==> config.mk <==
export PLATFORM = sky130hd
export DESIGN_NAME = magnetic_heading_from_xy
export DESIGN_NICKNAME = d
export VERILOG_FILES = /design/src/rtl/core/mhxy_pkg.sv /design/src/rtl/core/mhxy_prerot.sv /design/src/rtl/core/mhxy_cell.sv /design/src/rtl/core/mhxy_post.sv /design/src/rtl/core/magnetic_heading_from_xy.sv
export VERILOG_INCLUDE_DIRS = /design/src /design/src/rtl/core
export SDC_FILE = /design/constraint.sdc
export NUM_CORES = 2
export LEC_CHECK = 0
export ABC_AREA = 0
export BUFFER_PORTS_ARGS = -buffer_cell sky130_fd_sc_hd__buf_2
export CORE_MARGIN = 10
export CORE_UTILIZATION = 41
export CTS_CLUSTER_SIZE = 20
export DETAILED_ROUTE_END_ITERATION = 16
export PLACE_DENSITY = 0.67
export SYNTH_ARGS = -nofsm -noshare
export SYNTH_HDL_FRONTEND = slang
export SYNTH_SLANG_ARGS = --single-unit
==> constraint.sdc <==
create_clock -name clock -period 8.1 [get_ports clock]
set_clock_uncertainty 0.2 [all_clocks]
set_input_delay 1.215 -clock clock [delete_from_list [all_inputs] [get_ports clock]]
set_output_delay 1.215 -clock clock [all_outputs]
set_load 0.1 [all_outputs]
==> src/rtl/core/magnetic_heading_from_xy_defines.svh <==
// assertion macros shared by the heading block
`ifndef MAGNETIC_HEADING_FROM_XY_DEFINES_SVH
`define MAGNETIC_HEADING_FROM_XY_DEFINES_SVH

`ifndef SYNTHESIS

// same-cycle implication check
`define MHXY_ASSERT_IMPL(lbl, clk, rst, ante, cons) \
   lbl: assert property (@(posedge clk) disable iff (rst) (ante) |-> (cons)) \
      else $error("assertion failed");

// next-cycle implication check
`define MHXY_ASSERT_NEXT(lbl, clk, rst, ante, cons) \
   lbl: assert property (@(posedge clk) disable iff (rst) (ante) |=> (cons)) \
      else $error("assertion failed");

`else

`define MHXY_ASSERT_IMPL(lbl, clk, rst, ante, cons)
`define MHXY_ASSERT_NEXT(lbl, clk, rst, ante, cons)

`endif

`endif

==> src/rtl/core/mhxy_pkg.sv <==
// shared types, constants and the arctangent table of the heading block
`timescale 1ns / 1ps

package mhxy_pkg;

   // number of cordic cells in the chain (12..24)
   localparam int CORDIC_ITERS = 16;
   localparam int TABLE_LEN    = 24;
   localparam int SHIFT_W      = 5;

   // datapath widths: 17 bit magnitude, 8 guard bits, cordic growth
   localparam int IN_W       = 16;
   localparam int GUARD_BITS = 8;
   localparam int DATA_W     = 28;
   localparam int ANGLE_W    = 27;
   localparam int FRAC_BITS  = 16;
   localparam int WHOLE_W    = ANGLE_W - FRAC_BITS;
   localparam int DEG_W      = 9;
   localparam int HEAD_W     = 10;

   localparam logic signed [ANGLE_W-1:0] HALF_TURN_Q16 = 27'sd11796480;
   localparam logic [DEG_W-1:0] FULL_TURN    = 9'd360;
   localparam logic [DEG_W-1:0] OFFSET_RESET = 9'd75;

   // configuration port
   localparam int CSR_ADDR_W = 3;
   localparam int CSR_DATA_W = 32;
   localparam logic REG_HEADING_OFFSET = 1'b0;

   // atan(2^-i) in degrees, 16 fractional bits
   localparam logic signed [ANGLE_W-1:0] ATAN_TABLE [TABLE_LEN] = '{
      27'sd2949120, 27'sd1740967, 27'sd919879, 27'sd466945, 27'sd234379,
      27'sd117304,  27'sd58666,   27'sd29335,  27'sd14668,  27'sd7334,
      27'sd3667,    27'sd1833,    27'sd917,    27'sd458,    27'sd229,
      27'sd115,     27'sd57,      27'sd29,     27'sd14,     27'sd7,
      27'sd4,       27'sd2,       27'sd1,      27'sd0
   };

   // vector and angle handed from cell to cell
   typedef struct packed {
      logic                      zero;
      logic signed [DATA_W-1:0]  x;
      logic signed [DATA_W-1:0]  y;
      logic signed [ANGLE_W-1:0] z;
   } cordic_data_type;

endpackage

==> src/rtl/core/mhxy_prerot.sv <==
// input cell: half-plane fold, guard scaling and zero-vector detect
`timescale 1ns / 1ps

module mhxy_prerot (
   input  logic                                   clock,
   input  logic                                   reset,
   input  logic                                   up_valid,
   input  logic signed [mhxy_pkg::IN_W-1:0]       up_x,
   input  logic signed [mhxy_pkg::IN_W-1:0]       up_y,
   output logic                                   up_ready,
   output logic                                   dn_valid,
   output mhxy_pkg::cordic_data_type              dn_data,
   input  logic                                   dn_ready
);

   logic                           valid_ff;
   logic                           valid_in;
   mhxy_pkg::cordic_data_type      data_ff;
   mhxy_pkg::cordic_data_type      data_in;
   logic signed [mhxy_pkg::DATA_W-1:0] x_ext;
   logic signed [mhxy_pkg::DATA_W-1:0] y_ext;
   logic signed [mhxy_pkg::DATA_W-1:0] x_fold;
   logic signed [mhxy_pkg::DATA_W-1:0] y_fold;

   assign up_ready = !valid_ff || dn_ready;
   assign valid_in = up_ready ? up_valid : valid_ff;

   // fold the left half plane onto the right one, start angle at +-180
   always_comb begin
      x_ext = mhxy_pkg::DATA_W'(up_x);
      y_ext = mhxy_pkg::DATA_W'(up_y);
      data_in.zero = (up_x == '0) && (up_y == '0);
      if (up_x < 0) begin
         x_fold = -x_ext;
         y_fold = -y_ext;
         data_in.z = (up_y >= 0) ? mhxy_pkg::HALF_TURN_Q16 : -mhxy_pkg::HALF_TURN_Q16;
      end else begin
         x_fold = x_ext;
         y_fold = y_ext;
         data_in.z = '0;
      end
      data_in.x = {x_fold[mhxy_pkg::DATA_W-mhxy_pkg::GUARD_BITS-1:0],
                   {mhxy_pkg::GUARD_BITS{1'b0}}};
      data_in.y = {y_fold[mhxy_pkg::DATA_W-mhxy_pkg::GUARD_BITS-1:0],
                   {mhxy_pkg::GUARD_BITS{1'b0}}};
   end

   // cell registers
   always_ff @(posedge clock) begin
      if (reset) begin
         valid_ff <= 1'b0;
      end else begin
         valid_ff <= valid_in;
      end
      if (up_ready && up_valid) begin
         data_ff <= data_in;
      end
   end

   assign dn_valid = valid_ff;
   assign dn_data  = data_ff;

endmodule

==> src/rtl/core/mhxy_cell.sv <==
// one cordic vectoring cell: shift-add micro-rotation toward y = 0
`timescale 1ns / 1ps

module mhxy_cell (
   input  logic                                clock,
   input  logic                                reset,
   input  logic [mhxy_pkg::SHIFT_W-1:0]        shift_amt,
   input  logic                                up_valid,
   input  mhxy_pkg::cordic_data_type           up_data,
   output logic                                up_ready,
   output logic                                dn_valid,
   output mhxy_pkg::cordic_data_type           dn_data,
   input  logic                                dn_ready
);

   logic                                valid_ff;
   logic                                valid_in;
   mhxy_pkg::cordic_data_type           data_ff;
   mhxy_pkg::cordic_data_type           data_in;
   logic signed [mhxy_pkg::DATA_W-1:0]  x_cur;
   logic signed [mhxy_pkg::DATA_W-1:0]  y_cur;
   logic signed [mhxy_pkg::DATA_W-1:0]  dx;
   logic signed [mhxy_pkg::DATA_W-1:0]  dy;
   logic signed [mhxy_pkg::ANGLE_W-1:0] z_cur;
   logic signed [mhxy_pkg::ANGLE_W-1:0] step_angle;

   assign up_ready = !valid_ff || dn_ready;
   assign valid_in = up_ready ? up_valid : valid_ff;

   // micro-rotation, direction from the sign of y
   always_comb begin
      x_cur      = up_data.x;
      y_cur      = up_data.y;
      z_cur      = up_data.z;
      step_angle = mhxy_pkg::ATAN_TABLE[shift_amt];
      dx         = y_cur >>> shift_amt;
      dy         = x_cur >>> shift_amt;
      data_in.zero = up_data.zero;
      if (y_cur >= 0) begin
         data_in.x = x_cur + dx;
         data_in.y = y_cur - dy;
         data_in.z = z_cur + step_angle;
      end else begin
         data_in.x = x_cur - dx;
         data_in.y = y_cur + dy;
         data_in.z = z_cur - step_angle;
      end
   end

   // cell registers
   always_ff @(posedge clock) begin
      if (reset) begin
         valid_ff <= 1'b0;
      end else begin
         valid_ff <= valid_in;
      end
      if (up_ready && up_valid) begin
         data_ff <= data_in;
      end
   end

   assign dn_valid = valid_ff;
   assign dn_data  = data_ff;

endmodule

==> src/rtl/core/mhxy_post.sv <==
// output cell: truncate to whole degrees, wrap, subtract offset, hold result
`timescale 1ns / 1ps

module mhxy_post (
   input  logic                                  clock,
   input  logic                                  reset,
   input  logic [mhxy_pkg::DEG_W-1:0]            offset,
   input  logic                                  up_valid,
   input  mhxy_pkg::cordic_data_type             up_data,
   output logic                                  up_ready,
   output logic                                  dn_valid,
   output logic signed [mhxy_pkg::HEAD_W-1:0]    dn_heading,
   input  logic                                  dn_stall
);

   logic                                 valid_ff;
   logic                                 valid_in;
   logic signed [mhxy_pkg::HEAD_W-1:0]   heading_ff;
   logic signed [mhxy_pkg::HEAD_W-1:0]   heading_in;
   logic signed [mhxy_pkg::ANGLE_W-1:0]  z_cur;
   logic [mhxy_pkg::ANGLE_W-1:0]         z_mag;
   logic [mhxy_pkg::WHOLE_W-1:0]         whole_mag;
   logic [mhxy_pkg::DEG_W-1:0]           wrapped;

   assign up_ready = !valid_ff || !dn_stall;
   assign valid_in = up_ready ? up_valid : valid_ff;

   // truncate toward zero, wrap negatives by a full turn
   always_comb begin
      z_cur     = up_data.zero ? '0 : up_data.z;
      z_mag     = (z_cur < 0) ? mhxy_pkg::ANGLE_W'(-z_cur) : mhxy_pkg::ANGLE_W'(z_cur);
      whole_mag = z_mag[mhxy_pkg::ANGLE_W-1:mhxy_pkg::FRAC_BITS];
      if ((z_cur < 0) && (whole_mag != '0)) begin
         wrapped = mhxy_pkg::FULL_TURN - whole_mag[mhxy_pkg::DEG_W-1:0];
      end else begin
         wrapped = whole_mag[mhxy_pkg::DEG_W-1:0];
      end
      heading_in = $signed({1'b0, wrapped}) - $signed({1'b0, offset});
   end

   // result register
   always_ff @(posedge clock) begin
      if (reset) begin
         valid_ff <= 1'b0;
      end else begin
         valid_ff <= valid_in;
      end
      if (up_ready && up_valid) begin
         heading_ff <= heading_in;
      end
   end

   assign dn_valid   = valid_ff;
   assign dn_heading = heading_ff;

endmodule

==> src/rtl/core/magnetic_heading_from_xy.sv <==
// Pipeline: fold cell, 16 cordic cells and output cell, each registered; results
// wait in the chain while the result side stalls.
// Throughput: one sample per cycle; every cell of the chain frees when its
// successor takes its data, so the rate is set by the result side alone.
// Reset: synchronous; empties the chain and sets heading_offset to 75.
`timescale 1ns / 1ps
`include "magnetic_heading_from_xy_defines.svh"

module magnetic_heading_from_xy (
   input  logic                                  clock,
   input  logic                                  reset,
   // request channel
   input  logic                                  req_valid,
   output logic                                  req_stall,
   input  logic signed [mhxy_pkg::IN_W-1:0]      req_x_comp,
   input  logic signed [mhxy_pkg::IN_W-1:0]      req_y_comp,
   // result channel
   output logic                                  rsp_valid,
   input  logic                                  rsp_stall,
   output logic signed [mhxy_pkg::HEAD_W-1:0]    rsp_heading_deg,
   // register port
   input  logic                                  csr_psel,
   input  logic                                  csr_penable,
   input  logic                                  csr_pwrite,
   input  logic [mhxy_pkg::CSR_ADDR_W-1:0]       csr_paddr,
   input  logic [mhxy_pkg::CSR_DATA_W-1:0]       csr_pwdata,
   output logic [mhxy_pkg::CSR_DATA_W-1:0]       csr_prdata,
   output logic                                  csr_pready
);

   localparam int N = mhxy_pkg::CORDIC_ITERS;

   logic [mhxy_pkg::DEG_W-1:0] offset_ff;
   logic [mhxy_pkg::DEG_W-1:0] offset_in;
   logic                       csr_wr;
   logic                       req_ready;

   logic                       chain_valid [N+1];
   logic                       chain_ready [N+2];
   mhxy_pkg::cordic_data_type  chain_data  [N+1];

   // register port, writes complete in the access phase
   assign csr_pready = 1'b1;
   assign csr_wr     = csr_psel && csr_penable && csr_pwrite && csr_pready &&
                       (csr_paddr[2] == mhxy_pkg::REG_HEADING_OFFSET);
   assign offset_in  = csr_wr ? csr_pwdata[mhxy_pkg::DEG_W-1:0] : offset_ff;
   assign csr_prdata = (csr_paddr[2] == mhxy_pkg::REG_HEADING_OFFSET) ?
                       mhxy_pkg::CSR_DATA_W'(offset_ff) : '0;

   always_ff @(posedge clock) begin
      if (reset) begin
         offset_ff <= mhxy_pkg::OFFSET_RESET;
      end else begin
         offset_ff <= offset_in;
      end
   end

   // fold cell
   assign req_stall = !req_ready;

   mhxy_prerot u_prerot (
      .clock    (clock),
      .reset    (reset),
      .up_valid (req_valid),
      .up_x     (req_x_comp),
      .up_y     (req_y_comp),
      .up_ready (req_ready),
      .dn_valid (chain_valid[0]),
      .dn_data  (chain_data[0]),
      .dn_ready (chain_ready[1])
   );

   // row of cordic cells
   for (genvar i = 0; i < N; i++) begin : g_cell
      mhxy_cell u_cell (
         .clock     (clock),
         .reset     (reset),
         .shift_amt (mhxy_pkg::SHIFT_W'(i)),
         .up_valid  (chain_valid[i]),
         .up_data   (chain_data[i]),
         .up_ready  (chain_ready[i+1]),
         .dn_valid  (chain_valid[i+1]),
         .dn_data   (chain_data[i+1]),
         .dn_ready  (chain_ready[i+2])
      );
   end

   assign chain_ready[0] = req_ready;

   // output cell
   mhxy_post u_post (
      .clock      (clock),
      .reset      (reset),
      .offset     (offset_ff),
      .up_valid   (chain_valid[N]),
      .up_data    (chain_data[N]),
      .up_ready   (chain_ready[N+1]),
      .dn_valid   (rsp_valid),
      .dn_heading (rsp_heading_deg),
      .dn_stall   (rsp_stall)
   );

   // checks
   `MHXY_ASSERT_IMPL(a_stall_only_when_full, clock, reset, req_stall, rsp_valid && rsp_stall)
   `MHXY_ASSERT_IMPL(a_heading_range, clock, reset, rsp_valid, ($signed({rsp_heading_deg[mhxy_pkg::HEAD_W-1], rsp_heading_deg}) + $signed({2'b00, offset_ff})) >= 0 && ($signed({rsp_heading_deg[mhxy_pkg::HEAD_W-1], rsp_heading_deg}) + $signed({2'b00, offset_ff})) <= 360)
   `MHXY_ASSERT_NEXT(a_offset_reset, clock, 1'b0, reset, offset_ff == mhxy_pkg::OFFSET_RESET && !rsp_valid)

endmodule

==> results.toml <==
[run_status]
status = "complete, no violations"

[clock_tree]
clk_latency_ns = 0.80
clock-root-buffer = "clkbuf_16"
cts.sinks = 1206
cts_buffers = 143
cts_setup_buffers = 0
path_clk_slew_ns = 0.06
cts_tree = "done"
ctsHoldBuffers = 0
cts-resized-gates = 0
cts_buffer_depth = 3
h-tree-depth = 4

[floorplanning]
fp.coreArea_sq_um = 240000
dieArea_sq_um = 261000
die_h_um = 511
start_util_pct = 41.2
die_x_um = 511
ios = 119
rows = 180

[worst_setup_path]
cp.required_ns = 8.43
start_kind = "flop"
cp_slowest_cell = "o41ai_1"
crit_chain = "inv_1 -> ha_1 -> nand2_1 -> or3_1 -> or4_1 -> o21ai_0 -> xnor2_1 -> ha_1 -> nor4_1 -> o21ai_0 -> a41oi_1 -> a21oi_1 -> o41ai_1 -> o211ai_1 -> a31o_2 -> a21oi_1 -> xnor2_1"
path_class = "flop to flop"
crit_family = "compound AO/OA/AOI/OAI gates"
critPathCaptureType = "flop"
reg2reg_slack_ns = 2.34
cp_max_fo = 9
reg2reg_to = "g_cell[3].u_cell.dn_data[82]"
crit_start = "g_cell[2].u_cell.dn_data[32]"
path_buf_inv = 1
max_stage_delay_ns = 0.84
crit_arrival_ns = 6.08
rr_worst_depth = 17
crit-reg2reg-launch = "g_cell[2].u_cell.dn_data[32]"

[routing]
dr_wl_met2_um = 115000
drt-pass1-iter-count = 8
ant_nets = 0
wl_um = 246000
drtIter0Drc = 5493
met1_length_um = 112000
viasPerCell = 5.66
route.vias.total = 77860
post_drt_wl_per_cell_um = 17.9
drc_errors = 0
wl_met3_um = 11400
top_layer = "met4"

[place]
dp_hpwl_um = 195000
port_buffers = 69
gp_congestion = 0.927

[pwr]
finalPower_mw = 15.7
p_leak_nw = 42.3
peakVddDrop_uv = 183
p_per_area_nw_per_um2 = 146

[timing]
rsz0062_at_grt = "false"
period_share_pct = 71.1
setup_viol = 0
hold_viol = 0
fin_crit_ns = 5.76
maxSlewViolCount = 0
timing.slew.headroom_pct = 23.7
fmax_mhz = 174
worst_slew_pin_slew_ns = 1.14
fin_tns_setup_ns = 0

[min_path]
min_from = "g_cell[8].u_cell.dn_data[83]"
hold_end = "g_cell[9].u_cell.dn_data[83]"
min_path_type = "flop to flop"
min_delay_path_depth = 0

[synthesis]
yosys_warnings = 0
synth_edf_count = 1179
synth_ff_type = "edfxtp_1"
netlist_area_sq_um = 98800
async_reset_ff_share_pct = 0
synth_top_area_share_pct = 35.8
synthTopCellsByCount = "edfxtp_1 (1179), ha_1 (1139), xnor2_1 (923), a21oi_1 (860), nor2_1 (794)"
yosysTopAreaCell = "edfxtp_1"
postSynthAreaPerCell_sq_um = 9.64
post-synth-top-count-cell = "edfxtp_1"
synthTopCellsByArea = "edfxtp_1 (36%), ha_1 (14%), xnor2_1 (8.2%)"
yosysUniqueCellTypes = 81
syn_inst = 10251
seq_area_frac_synth_pct = 36.4
ys_seq_elements = 1206

[grt]
grt_pass1_wl_um = 394000
track_usage_pct = 17.9
grt_max_degree = 84
antenna_found_initial = 4
grt-ovfl-total = 0
grt_pass1_vias = 74657

[final_layout]
drive_gt1_share_pct = 4.51
syn2layout_area_growth_pct = 9.39
nNetsFinal = 11707

[run]
drv_cap = 0
==> through the flow <==
| step | hold slack, ns | setup slack, ns | utilization, % | std cells | instance area [sq um] |
|---|---|---|---|---|---|
| after floorplan | 0.200 | 0.817 | - | 10355 | 99200 |
| after global placement | 0.201 | 2.40 | 43.0 | 13496 | 103000 |
| after detailed placement | 0.205 | 2.41 | 43.0 | 13496 | 103000 |
| after CTS | 0.216 | 2.41 | 45.0 | 13754 | 108000 |
| after global routing | 0.219 | 1.95 | 45.0 | 13757 | 108000 |
| final | 0.215 | 2.34 | 45.0 | 13757 | 108000 |
==> cells by family after synthesis <==
group / after synthesis / synth area share, %
AND/OR/NAND/NOR: 2881 / 14.3
flip-flops: 1206 / 36.4
other: 2 / 0.00760
buffers and inverters: 643 / 2.54
XOR/XNOR: 1392 / 12.3
AO/OA/AOI/OAI: 2925 / 19.0
adder cells (fa/ha/maj): 1176 / 15.2
multiplexers: 26 / 0.268
==> state kept, by name, summed over array words and instances, names as in the netlist <==
| signal | cells |
|---|---|
| u_post.dn_heading | 10 |
| g_cell.u_cell.dn_data | 1125 |
| u_post.dn_valid | 1 |
| g_cell.u_cell.dn_valid | 16 |
| offset_ff | 9 |
| u_prerot.dn_data | 44 |
| u_prerot.dn_valid | 1 |
==> per-layer routing <==
layer | global-route usage (%) | vias to the layer above
li1 | - | 38497
met1 | 23.9 | 37213
met2 | 30.2 | 1766
met3 | 2.43 | 384
met4 | 5.46 | 0
met5 | 0 | -
==> cell type report <==
cell class / instances / area [sq um]
tap: 3185 / 3990
clock inverter: 84 / 967
inverter: 483 / 1810
antenna: 2 / 5.00
timing repair buffer: 117 / 703
fill: 22683 / 132000
clock buffer: 174 / 3800
sequential: 1206 / 35900
multi-input combinational: 8506 / 60900
==> layout by cell type, fill, tap and decap left out, drive strengths merged, types with 175 or more instances in the layout <==
cell	n
ha	1139
xor2	469
xnor2	923
clkbuf	175
nand2	657
a21o	297
o21ai	613
nor3	247
nand3	188
inv	489
nor2	794
edfxtp	1179
o31ai	181
a21oi	860
==> power breakdown <==
| group | total [mW] | leakage [nW] | internal [mW] | switching (mW) |
|---|---|---|---|---|
| Sequential | 7.12 | 10.9 | 7.01 | 0.107 |
| Combinational | 2.04 | 29.1 | 0.843 | 1.20 |
| Clock | 6.58 | 2.31 | 3.90 | 2.69 |
==> worst max path at each step <==
stage | to | slack [ns] | cells after the start
after floorplan | g_cell[13].u_cell.dn_data[10] | 0.82 | 2
after global placement | req_stall | 2.40 | 10
after detailed placement | req_stall | 2.41 | 10
after CTS | req_stall | 2.41 | 10
after global routing | g_cell[3].u_cell.dn_data[82] | 1.95 | 17
final | g_cell[3].u_cell.dn_data[82] | 2.34 | 17
No activity file was read; power rests on OpenSTA's default activity.
